## config.mk

```make
export PLATFORM = sky130hd
export DESIGN_NAME = rgb_to_hsl_8bit
export DESIGN_NICKNAME = d
export VERILOG_FILES = /design/src/design/rhsl_pkg.sv /design/src/design/rgb_to_hsl_8bit.sv /design/src/design/rhsl_front.sv /design/src/design/rhsl_queue.sv /design/src/design/rhsl_div.sv /design/src/design/rhsl_back.sv
export SDC_FILE = /design/constraint.sdc
export NUM_CORES = 1
export LEC_CHECK = 0
export BUFFER_PORTS_ARGS = -buffer_cell sky130_fd_sc_hd__buf_2
export CORE_MARGIN = 5
export CORE_UTILIZATION = 35
export CTS_BUF_LIST = sky130_fd_sc_hd__clkbuf_16
export CTS_CLUSTER_DIAMETER = 50
export CTS_CLUSTER_SIZE = 28
export DETAILED_ROUTE_END_ITERATION = 6
export PLACE_DENSITY = 0.54
export REMOVE_ABC_BUFFERS = 1
export SLEW_MARGIN = 0
export SYNTH_ARGS = -nofsm -noshare
export SYNTH_HDL_FRONTEND = slang
export SYNTH_HIERARCHICAL = 1
export SYNTH_SLANG_ARGS = --single-unit
```

## constraint.sdc

```tcl
create_clock -name clk_i -period 7.7 [get_ports clk_i]
set_clock_uncertainty 0.05 [all_clocks]
set_input_delay 0.77 -clock clk_i [delete_from_list [all_inputs] [get_ports clk_i]]
set_output_delay 0.77 -clock clk_i [all_outputs]
set_load 0.01 [all_outputs]
```

## src/design/rhsl_pkg.sv

```systemverilog
//----------------------------------------------------------------------------
// rhsl_pkg: shared types and constants for the RGB to HSL converter
// Channel and divider widths and the classified item that travels from the
// front end through the queue to the divider back end.
//----------------------------------------------------------------------------
package rhsl_pkg;

  // one color channel
  localparam int unsigned ChanW  = 8;
  // dividend width: 512*n + 6*d with n up to 6*255
  localparam int unsigned NumW   = 20;
  // divisor width: 12*d with d up to 255
  localparam int unsigned DenW   = 12;
  // quotient width: results reach 256 before the clamp
  localparam int unsigned QuoW   = 9;
  // sextant numerator width, up to 6*255
  localparam int unsigned SxtW   = 11;
  // log2 of 2*256: doubles the dividend for round half up and scales by 256
  localparam int unsigned ScaleSh = 9;

  // classified item, ready for the two dividers
  typedef struct packed {
    logic [NumW-1:0]  hue_num;
    logic [DenW-1:0]  hue_den;
    logic [NumW-1:0]  sat_num;
    logic [DenW-1:0]  sat_den;
    logic             grey;
    logic [ChanW-1:0] lightness;
    logic [ChanW-1:0] alpha;
  } rhsl_item_t;

endpackage

```

## src/design/rgb_to_hsl_8bit.sv

```systemverilog
//----------------------------------------------------------------------------
// rgb_to_hsl_8bit: packed RGBA pixel to 8-bit hue, saturation, lightness
// Front end classifies each pixel, a short queue decouples it from the
// divider back end, which produces one result per accepted pixel.
//----------------------------------------------------------------------------
// Usage: raise start with a pixel whenever busy is low; the pixel is taken
// at that clock edge, and one pixel per clock can be streamed. Each result
// appears on the output ports for a single cycle with valid_o high, in input
// order, after two classify stages, the queue register, the nine-stage
// divider pipelines (one quotient bit per stage) and the output register.
// Results cannot be held off; since the back end drains every cycle, busy
// stays low in normal streaming.
module rgb_to_hsl_8bit import rhsl_pkg::*; #(
  parameter int unsigned QueueDepth = 2
) (
  input  logic               clk_i,
  input  logic               rst_ni,
  input  logic               start,
  output logic               busy,
  input  logic [4*ChanW-1:0] pixel_i,
  output logic               valid_o,
  output logic [ChanW-1:0]   hue_o,
  output logic [ChanW-1:0]   saturation_o,
  output logic [ChanW-1:0]   lightness_o,
  output logic [ChanW-1:0]   alpha_out_o
);

  logic       fe_valid, q_full, q_valid;
  rhsl_item_t fe_item, q_item;

  // intake and classification
  rhsl_front u_front (
    .clk_i   (clk_i),
    .rst_ni  (rst_ni),
    .start   (start),
    .pixel_i (pixel_i),
    .ready_i (!q_full),
    .busy    (busy),
    .valid_o (fe_valid),
    .item_o  (fe_item)
  );

  // decoupling queue; the back end takes an item every cycle one is there
  rhsl_queue #(
    .Depth (QueueDepth)
  ) u_queue (
    .clk_i   (clk_i),
    .rst_ni  (rst_ni),
    .push_i  (fe_valid),
    .item_i  (fe_item),
    .full_o  (q_full),
    .pop_i   (q_valid),
    .valid_o (q_valid),
    .item_o  (q_item)
  );

  // dividers and output register
  rhsl_back u_back (
    .clk_i        (clk_i),
    .rst_ni       (rst_ni),
    .valid_i      (q_valid),
    .item_i       (q_item),
    .valid_o      (valid_o),
    .hue_o        (hue_o),
    .saturation_o (saturation_o),
    .lightness_o  (lightness_o),
    .alpha_out_o  (alpha_out_o)
  );

`ifndef SYNTHESIS
  // the back end never stalls, so the front end never pushes back
  a_never_busy: assert property (@(posedge clk_i) disable iff (!rst_ni) !busy)
    else $error("busy raised although the back end drains every cycle");

  // every accepted pixel yields a result after the fixed latency
  a_latency: assert property (@(posedge clk_i) disable iff (!rst_ni)
    start && !busy |-> ##13 valid_o)
    else $error("result missing 13 cycles after an accepted pixel");

  // no result without an accepted pixel at the matching edge
  a_no_extra: assert property (@(posedge clk_i) disable iff (!rst_ni)
    valid_o |-> $past(start && !busy, 13))
    else $error("result without a matching accepted pixel");

  // zero saturation only comes from grey, which also has zero hue
  a_grey: assert property (@(posedge clk_i) disable iff (!rst_ni)
    valid_o && saturation_o == '0 |-> hue_o == '0)
    else $error("zero saturation with nonzero hue");
`endif

endmodule

```

## src/design/rhsl_front.sv

```systemverilog
//----------------------------------------------------------------------------
// rhsl_front: pixel intake and classification
// Two register stages: the first finds the largest and smallest channel and
// the sextant, the second forms lightness and both divider operands.
//----------------------------------------------------------------------------
module rhsl_front import rhsl_pkg::*; (
  input  logic                clk_i,
  input  logic                rst_ni,
  input  logic                start,
  input  logic [4*ChanW-1:0]  pixel_i,
  input  logic                ready_i,
  output logic                busy,
  output logic                valid_o,
  output rhsl_item_t          item_o
);

  typedef enum logic [1:0] {
    SEL_RED   = 2'd0,
    SEL_GREEN = 2'd1,
    SEL_BLUE  = 2'd2
  } rhsl_sel_e;

  // stage handshake
  logic s1_valid_q, s2_valid_q;
  logic s1_ready, s2_ready;

  assign s2_ready = !s2_valid_q || ready_i;
  assign s1_ready = !s1_valid_q || s2_ready;
  assign busy     = !s1_ready;
  assign valid_o  = s2_valid_q;

  // stage 1: max, min and sextant
  logic [ChanW-1:0] red, green, blue;
  logic [ChanW-1:0] mx_d, mn_d;
  rhsl_sel_e        sel_d;

  assign red   = pixel_i[ChanW-1:0];
  assign green = pixel_i[2*ChanW-1:ChanW];
  assign blue  = pixel_i[3*ChanW-1:2*ChanW];

  always_comb begin
    // ties: red wins over green, green over blue
    if (red >= green && red >= blue) begin
      sel_d = SEL_RED;
      mx_d  = red;
    end else if (green >= blue) begin
      sel_d = SEL_GREEN;
      mx_d  = green;
    end else begin
      sel_d = SEL_BLUE;
      mx_d  = blue;
    end
    mn_d = red;
    if (green < mn_d) mn_d = green;
    if (blue < mn_d) mn_d = blue;
  end

  logic [ChanW-1:0] r_q, g_q, b_q, a_q, mx_q, mn_q;
  rhsl_sel_e        sel_q;

  always_ff @(posedge clk_i or negedge rst_ni) begin
    if (!rst_ni) begin
      s1_valid_q <= 1'b0;
    end else if (s1_ready) begin
      s1_valid_q <= start;
    end
  end

  always_ff @(posedge clk_i) begin
    if (start && s1_ready) begin
      r_q   <= red;
      g_q   <= green;
      b_q   <= blue;
      a_q   <= pixel_i[4*ChanW-1:3*ChanW];
      mx_q  <= mx_d;
      mn_q  <= mn_d;
      sel_q <= sel_d;
    end
  end

  // stage 2: lightness and divider operands
  logic [ChanW-1:0] diff;
  logic [ChanW:0]   sum;
  logic [ChanW:0]   sat_base;
  logic [SxtW-1:0]  d6, sxt;
  rhsl_item_t       item_d, item_q;

  assign diff = mx_q - mn_q;
  assign sum  = {1'b0, mx_q} + {1'b0, mn_q};
  assign d6   = (SxtW'(diff) << 2) + (SxtW'(diff) << 1);

  // sextant numerator, in units of d
  always_comb begin
    unique case (sel_q)
      SEL_RED: begin
        if (g_q < b_q) begin
          sxt = d6 - (SxtW'(b_q) - SxtW'(g_q));
        end else begin
          sxt = SxtW'(g_q) - SxtW'(b_q);
        end
      end
      SEL_GREEN: sxt = (SxtW'(diff) << 1) + SxtW'(b_q) - SxtW'(r_q);
      SEL_BLUE:  sxt = (SxtW'(diff) << 2) + SxtW'(r_q) - SxtW'(g_q);
      default:   sxt = '0;
    endcase
  end

  // saturation divides by sum, or by 512 - sum in the upper half
  assign sat_base = (sum > (ChanW+1)'(256)) ?
                    (ChanW+1)'(11'd512 - 11'(sum)) : sum;

  always_comb begin
    item_d.hue_num   = (NumW'(sxt) << ScaleSh) + NumW'(d6);
    item_d.hue_den   = DenW'(d6) << 1;
    item_d.sat_num   = (NumW'(diff) << ScaleSh) + NumW'(sat_base);
    item_d.sat_den   = DenW'(sat_base) << 1;
    item_d.grey      = (diff == '0);
    item_d.lightness = ChanW'((10'(sum) + 10'd1) >> 1);
    item_d.alpha     = a_q;
  end

  always_ff @(posedge clk_i or negedge rst_ni) begin
    if (!rst_ni) begin
      s2_valid_q <= 1'b0;
    end else if (s2_ready) begin
      s2_valid_q <= s1_valid_q;
    end
  end

  always_ff @(posedge clk_i) begin
    if (s1_valid_q && s2_ready) begin
      item_q <= item_d;
    end
  end

  assign item_o = item_q;

endmodule

```

## src/design/rhsl_queue.sv

```systemverilog
//----------------------------------------------------------------------------
// rhsl_queue: short item queue between front end and back end
// Circular buffer with a fill count; push and pop may happen together.
//----------------------------------------------------------------------------
module rhsl_queue import rhsl_pkg::*; #(
  parameter int unsigned Depth = 2
) (
  input  logic       clk_i,
  input  logic       rst_ni,
  input  logic       push_i,
  input  rhsl_item_t item_i,
  output logic       full_o,
  input  logic       pop_i,
  output logic       valid_o,
  output rhsl_item_t item_o
);

  localparam int unsigned PtrW = (Depth > 1) ? $clog2(Depth) : 1;
  localparam int unsigned CntW = $clog2(Depth + 1);

  rhsl_item_t      mem_q [Depth];
  logic [PtrW-1:0] wr_ptr_q, rd_ptr_q;
  logic [CntW-1:0] count_q, count_d;
  logic            push, pop;

  assign full_o  = (count_q == CntW'(Depth));
  assign valid_o = (count_q != '0);
  assign push    = push_i && !full_o;
  assign pop     = pop_i && valid_o;
  assign item_o  = mem_q[rd_ptr_q];

  // fill count
  always_comb begin
    count_d = count_q;
    if (push && !pop) count_d = count_q + CntW'(1);
    if (pop && !push) count_d = count_q - CntW'(1);
  end

  function automatic logic [PtrW-1:0] ptr_inc(input logic [PtrW-1:0] ptr);
    ptr_inc = (ptr == PtrW'(Depth - 1)) ? '0 : ptr + PtrW'(1);
  endfunction

  always_ff @(posedge clk_i or negedge rst_ni) begin
    if (!rst_ni) begin
      wr_ptr_q <= '0;
      rd_ptr_q <= '0;
      count_q  <= '0;
    end else begin
      if (push) wr_ptr_q <= ptr_inc(wr_ptr_q);
      if (pop) rd_ptr_q <= ptr_inc(rd_ptr_q);
      count_q <= count_d;
    end
  end

  // storage
  always_ff @(posedge clk_i) begin
    if (push) begin
      mem_q[wr_ptr_q] <= item_i;
    end
  end

endmodule

```

## src/design/rhsl_div.sv

```systemverilog
//----------------------------------------------------------------------------
// rhsl_div: pipelined restoring divider
// One quotient bit per stage, most significant first; the dividend must be
// below the divisor times 2**QuoW.
//----------------------------------------------------------------------------
module rhsl_div import rhsl_pkg::*; (
  input  logic            clk_i,
  input  logic [NumW-1:0] num_i,
  input  logic [DenW-1:0] den_i,
  output logic [QuoW-1:0] quo_o
);

  logic [NumW-1:0] rem_q [QuoW-1];
  logic [DenW-1:0] den_q [QuoW-1];
  logic [QuoW-1:0] quo_q [QuoW];

  for (genvar i = 0; i < QuoW; i++) begin : g_stage
    localparam int unsigned Sh = QuoW - 1 - i;

    logic [NumW-1:0] rem_in, trial;
    logic [DenW-1:0] den_in;
    logic [QuoW-1:0] quo_in;
    logic            take;

    if (i == 0) begin : g_first
      assign rem_in = num_i;
      assign den_in = den_i;
      assign quo_in = '0;
    end else begin : g_next
      assign rem_in = rem_q[i-1];
      assign den_in = den_q[i-1];
      assign quo_in = quo_q[i-1];
    end

    // compare against the divisor aligned to this bit
    assign trial = NumW'(den_in) << Sh;
    assign take  = (rem_in >= trial);

    always_ff @(posedge clk_i) begin
      quo_q[i] <= take ? (quo_in | (QuoW'(1) << Sh)) : quo_in;
    end

    if (i < QuoW - 1) begin : g_carry
      always_ff @(posedge clk_i) begin
        rem_q[i] <= take ? (rem_in - trial) : rem_in;
        den_q[i] <= den_in;
      end
    end
  end

  assign quo_o = quo_q[QuoW-1];

endmodule

```

## src/design/rhsl_back.sv

```systemverilog
//----------------------------------------------------------------------------
// rhsl_back: divider back end
// Runs hue and saturation through two divider pipelines, carries lightness,
// alpha and the grey flag alongside, then clamps into the output register.
//----------------------------------------------------------------------------
module rhsl_back import rhsl_pkg::*; (
  input  logic             clk_i,
  input  logic             rst_ni,
  input  logic             valid_i,
  input  rhsl_item_t       item_i,
  output logic             valid_o,
  output logic [ChanW-1:0] hue_o,
  output logic [ChanW-1:0] saturation_o,
  output logic [ChanW-1:0] lightness_o,
  output logic [ChanW-1:0] alpha_out_o
);

  typedef struct packed {
    logic             grey;
    logic [ChanW-1:0] lightness;
    logic [ChanW-1:0] alpha;
  } rhsl_side_t;

  logic [QuoW-1:0] hue_quo, sat_quo;

  rhsl_div u_hue_div (
    .clk_i (clk_i),
    .num_i (item_i.hue_num),
    .den_i (item_i.hue_den),
    .quo_o (hue_quo)
  );

  rhsl_div u_sat_div (
    .clk_i (clk_i),
    .num_i (item_i.sat_num),
    .den_i (item_i.sat_den),
    .quo_o (sat_quo)
  );

  // side line, aligned with the divider stages
  logic [QuoW-1:0] vld_q;
  rhsl_side_t      side_q [QuoW];

  always_ff @(posedge clk_i or negedge rst_ni) begin
    if (!rst_ni) begin
      vld_q <= '0;
    end else begin
      vld_q <= {vld_q[QuoW-2:0], valid_i};
    end
  end

  always_ff @(posedge clk_i) begin
    side_q[0] <= '{grey: item_i.grey, lightness: item_i.lightness, alpha: item_i.alpha};
    for (int i = 1; i < QuoW; i++) begin
      side_q[i] <= side_q[i-1];
    end
  end

  // clamp to 255; grey pixels have no hue or saturation
  function automatic logic [ChanW-1:0] clamp(input logic [QuoW-1:0] q, input logic grey);
    if (grey) begin
      clamp = '0;
    end else if (q[QuoW-1]) begin
      clamp = '1;
    end else begin
      clamp = q[ChanW-1:0];
    end
  endfunction

  always_ff @(posedge clk_i or negedge rst_ni) begin
    if (!rst_ni) begin
      valid_o <= 1'b0;
    end else begin
      valid_o <= vld_q[QuoW-1];
    end
  end

  always_ff @(posedge clk_i) begin
    hue_o        <= clamp(hue_quo, side_q[QuoW-1].grey);
    saturation_o <= clamp(sat_quo, side_q[QuoW-1].grey);
    lightness_o  <= side_q[QuoW-1].lightness;
    alpha_out_o  <= side_q[QuoW-1].alpha;
  end

endmodule

```

Word level (Yosys, flattened, before mapping):

Memory sizes are Yosys's and may differ from the RTL's.
Index checks and enable logic that the tools add are counted.

* memory bits (writable): 981
* memories kept: 8
* register bits after elaboration: 175

* magnitude comparators: 25
* reductions and logical operators: 18
* multiplexer cells: 50
* eq/ne operators: 3
* add/subtract/negate cells: 34

Memories
* u_back.u_hue_div.rem_q: words 8, bits a word 20, rd ports 8, clocked after memory_dff 0, write ports 8, RTL line rhsl_div.sv:13 `logic [NumW-1:0] rem_q [QuoW-1];`
* u_back.u_sat_div.rem_q: words 8, bits a word 20, rd ports 8, clocked after memory_dff 0, write ports 8, RTL line rhsl_div.sv:13
* u_queue.mem_q: words 2, bits a word 77, rd ports 1, clocked after memory_dff 0, write ports 1, RTL line rhsl_queue.sv:21 `rhsl_item_t mem_q [Depth];`
* u_back.side_q: words 9, bits a word 17, rd ports 9, clocked after memory_dff 0, write ports 9, RTL line rhsl_back.sv:42 `rhsl_side_t side_q [QuoW];`
* u_back.u_hue_div.den_q: words 8, bits a word 12, rd ports 8, clocked after memory_dff 0, write ports 8, RTL line rhsl_div.sv:14 `logic [DenW-1:0] den_q [QuoW-1];`
* u_back.u_sat_div.den_q: words 8, bits a word 12, rd ports 8, clocked after memory_dff 0, write ports 8, RTL line rhsl_div.sv:14
* 2 more memories

Operators with widths (number)
* $mux W20: 16
* $mux W8: 8
* $ge A20 B12 Y1: 2
* $ge A20 B13 Y1: 2
* $ge A20 B14 Y1: 2
* $ge A20 B15 Y1: 2
* $ge A20 B16 Y1: 2
* $ge A20 B17 Y1: 2
* $ge A20 B18 Y1: 2
* $ge A20 B19 Y1: 2
* $ge A20 B20 Y1: 2
* $sub A20 B13 Y20: 2
* $sub A20 B14 Y20: 2
* $sub A20 B15 Y20: 2
* $sub A20 B16 Y20: 2
* $sub A20 B17 Y20: 2
* $sub A20 B18 Y20: 2
* $sub A20 B19 Y20: 2
* $sub A20 B20 Y20: 2
* $pmux W11 S3: 1
* $mux W9: 3
* $ge A8 B8 Y1: 3
* $lt A8 B8 Y1: 3
* $sub A11 B8 Y11: 2
* 31 further kinds: 60

Longest topological paths before layout:

* depth in word-level cells: 6
* mapped depth: 22

Modules after synthesis:

Netlist, hierarchy kept.

Modules (own cells, without submodules)
* rhsl_div (u_back.u_hue_div): instances 1, area an instance 12969.9 um^2, seq. area each 6025.8 um^2, cells each 1273
* rhsl_div (u_back.u_sat_div): instances 1, area an instance 12707.2 um^2, seq. area each 6025.8 um^2, cells each 1283
* rhsl_front: instances 1, area an instance 8643.3 um^2, seq. area each 3143.0 um^2, cells each 820
* rhsl_queue: instances 1, area an instance 6443.7 um^2, seq. area each 4964.8 um^2, cells each 270
* rhsl_back: instances 1, area an instance 4147.7 um^2, seq. area each 3953.8 um^2, cells each 214
* rgb_to_hsl_8bit: instances 1, area an instance 3.8 um^2, seq. area each 0.0 um^2, cells each 1

Least setup slack after synthesis:

Ideal clock, no wire load.

* path kind: register to register
* from: reg u_front.mx_q[1]
* to: reg u_front.item_q, in the netlist u_front/item_o[80], data pin
* period minus slack after synthesis: 5.007 ns
* arrival time: 4.686 ns
* buffers on the path: 0
* cell stages (with the launch flop): 18
* setup slack: 2.693 ns
* path through: edfxtp_1 > ha_1 > nor2b_1 > o22a_1 > xnor2_1 > ha_1 > a22oi_1 > xnor2_1 > ha_1 > and3_1 > a2111oi_0 > xnor2_1 > mux2i_1 > mux2i_1 > o2111ai_1 > nor4b_1 > o311ai_1 > xor2_1

RTL lines
* from (decl): RTL line rhsl_front.sv:58 `logic [ChanW-1:0] r_q, g_q, b_q, a_q, mx_q, mn_q;`
* from (signal assigned): RTL line rhsl_front.sv:75 `mx_q <= mx_d;`
* to (signal assigned): RTL line rhsl_front.sv:132 `item_q <= item_d;`
* to (decl): RTL line rhsl_front.sv:86 `rhsl_item_t item_d, item_q;`

==> impl_metrics.py <==
metrics = {
    "clock_network": {
        "postCtsSetupBuffers": 0,
        "cts.sinks": 1068,
        "cts_resized": 0,
        "clk_pin_slew_ps": 80,
        "clk_path_buf_depth": 3,
        "cts-root-buf": "clkbuf_16",
        "clock_latency_ps": 740,
        "cts_tree": "built",
        "htreeDepth": 3,
        "numCtsBuffers": 112,
    },
    "min_path": {
        "hold_depth": 1,
        "hold_start": "pixel_i[26]",
        "holdPathEnd": "u_front/a_q[2]$_DFFE_PP_",
        "hold_path.class": "in -> reg",
    },
    "logic_synthesis": {
        "synth_enable_flop_cells": 265,
        "ys_seq_area_share_pct": 53.7,
        "netlist_area_um2": 44900,
        "ys_warn_count": 6,
        "ys_types": 112,
        "yosys_most_used_dff": "dfxtp_1",
        "synth.avg_cell_area_um2": 11.6,
        "syn_inst": 3861,
        "async_reset_ff_share_pct": 1.50,
        "synth_seq_cells": 1068,
    },
    "drt": {
        "drt_pass1_iterations": 5,
        "vias_per_cell": 4.63,
        "wl_per_cell_um": 14.3,
        "wl_mm": 82.1,
        "vias": 26600,
        "drc_errors": 0,
        "drt_iter0_drc": 1173,
        "ant_nets": 0,
    },
    "timing": {
        "layout_min_cycle_time_ps": 5930,
        "post-route-period-util_pct": 77.0,
        "tightestPinTransition_ps": 1120,
        "rsz0062_at_grt": "false",
        "setup_ws_ps": 1770,
        "fmax_mhz": 169,
        "slew_headroom_pct": 24.9,
        "setup_viol": 0,
        "maxSlewViolCount": 0,
        "finalHoldViolCount": 0,
        "tns_ps": 0,
    },
    "placed_design": {
        "port_buffers": 68,
        "dp.cells": 5524,
        "hpwl_mm": 61.2,
        "dp_slack_ps": 1830,
        "gp_congestion": 0.852,
    },
    "critical_path": {
        "crit_fanout": 8,
        "critical_path_required_ps": 8070,
        "start_kind": "flop",
        "reg2reg_from": "u_front/mx_q[0]$_DFFE_PP_",
        "rrSetupSlack_ps": 1770,
        "worstSetupEndpointType": "flop",
        "reg2reg_depth": 19,
        "cp.arrival_ps": 6300,
        "worstSetupPathType": "reg -> reg",
        "r2r-end": "u_front/item_o[80]$_DFFE_PP_",
    },
    "grt": {
        "overflow": 0,
        "first_global_vias": 27100,
        "antenna_found_initial": 0,
        "grt_max_degree": 67,
        "grt_usage_pct": 12.1,
        "grt_pass1_wl_mm": 136,
    },
    "die": {
        "die_area_um2": 136000,
        "fp.dieH_um": 368,
        "num_rows": 131,
        "ios": 69,
        "die_x_um": 368,
        "core_um2": 128000,
        "start_util_pct": 35.2,
    },
    "layout": {
        "nets": 4371,
        "drive_gt1_share_pct": 13.0,
        "mostFrequentLayoutCell": "dfxtp_1",
        "utilization_pct": 39.8,
        "final_cell_mix": "dfxtp_1 (787), inv_1 (382), ha_1 (321)",
        "syn_to_final_growth_pct": 12.9,
        "n_antenna_cell": 0,
        "fin_cells": 5734,
    },
    "status": {
        "status": "finished clean",
    },
    "job": {
        "max_cap_viol_count": 0,
    },
}
==> kinds of logic after synthesis <==
| family | synth area share [%] |
|---|---|
| XOR/XNOR | 4.78 |
| adder cells (fa/ha/maj) | 10.6 |
| other | 0.00835 |
| AO/OA/AOI/OAI | 11.2 |
| AND/OR/NAND/NOR | 8.18 |
| multiplexers | 6.86 |
| buffers and inverters | 4.69 |
| flip-flops | 53.7 |
==> cell type report <==
cell class / count / area (um2)
fill: 12200 / 76800
sequential: 1068 / 24100
multi-input combinational: 2336 / 18700
clock buffer: 113 / 2830
tap: 1662 / 2080
inverter: 380 / 1430
clock inverter: 96 / 1100
timing repair buffer: 79 / 425
==> worst max-delay path, stage by stage, from the launching register on <==
cell and delay, ps:
edfxtp_1 410, inv_1 70, ha_1 190, inv_1 60
fa_1 400, xor2_1 650, ha_1 370, a21o_1 160
a22oi_1 300, xnor2_1 180, ha_1 370, and3_1 180
a2111oi_0 700, xnor2_1 230, mux2i_1 140, mux2i_1 210
o2111ai_1 120, nor4b_1 440, o311ai_1 200, xor2_1 170
==> sequential cells by signal, indices dropped and copies added, names as in the netlist, 45 cells and up <==
register	flops
u_queue/mem_q	162
u_back/u_sat_div/den_q	96
u_back/u_hue_div/rem_q	160
u_back/side_q	153
u_back/u_sat_div/rem_q	160
u_front/item_o	53
u_back/u_hue_div/den_q	96
u_back/u_sat_div/quo_q	45
u_back/u_hue_div/quo_q	45
==> through the flow <==
step,cell area [um2],hold WS (ps)
2_1_floorplan,44300,260
3_3_place_gp,46800,260
3_5_place_dp,46800,262
4_1_cts,50700,61.8
5_1_grt,50700,75.6
6_report,50700,148
==> cell usage after synthesis (all sizes together) (48+ instances only) <==
cell / count / area share [%]
a21o: 77 / 1.3
a21oi: 219 / 2.5
buf: 69 / 1.4
dfxtp: 787 / 35
edfxtp: 265 / 18
ha: 321 / 8.9
inv: 379 / 3.2
mux2: 193 / 5.5
mux2i: 60 / 1.3
nand2: 132 / 1.1
nor2: 202 / 1.7
nor2b: 51 / 0.71
nor3: 65 / 0.75
o21a: 48 / 0.80
o21ai: 159 / 1.8
xnor2: 156 / 3.0
xor2: 89 / 1.7
==> how the worst max path moves through the flow <==
stage                                 startpoint                                    end  slack, ps  depth (start not counted)
global placement       u_front/mx_q[0]$_DFFE_PP_           u_front/item_o[80]$_DFFE_PP_       2060                         19
detailed placement     u_front/mx_q[0]$_DFFE_PP_           u_front/item_o[80]$_DFFE_PP_       1830                         19
finish                 u_front/mx_q[0]$_DFFE_PP_           u_front/item_o[80]$_DFFE_PP_       1770                         19
floorplan           u_queue/rd_ptr_q$_DFFE_PN0P_  u_back/u_sat_div/rem_q[0][11]$_DFF_P_       1900                         10
CTS                    u_front/mx_q[0]$_DFFE_PP_           u_front/item_o[80]$_DFFE_PP_       1740                         19
global route           u_front/mx_q[0]$_DFFE_PP_           u_front/item_o[80]$_DFFE_PP_       1350                         19
==> timing repair <==
| item | in CTS | in global routing |
|---|---|---|
| setup endpoints to repair | 0 | 0 |
| endpoints found under the hold margin | 16 | 0 |
| hold buffers | 1 | 0 |
==> per-layer routing <==
layer	wire (um)	global-route usage, %
met1	37500	14.8
met2	39200	21.2
met3	2850	2.42
met4	2590	4.18
met5	0	0
Power is left out: the tool's default activity adds up to more than one toggle a clock period on the data nets, which glitch-free logic cannot reach.
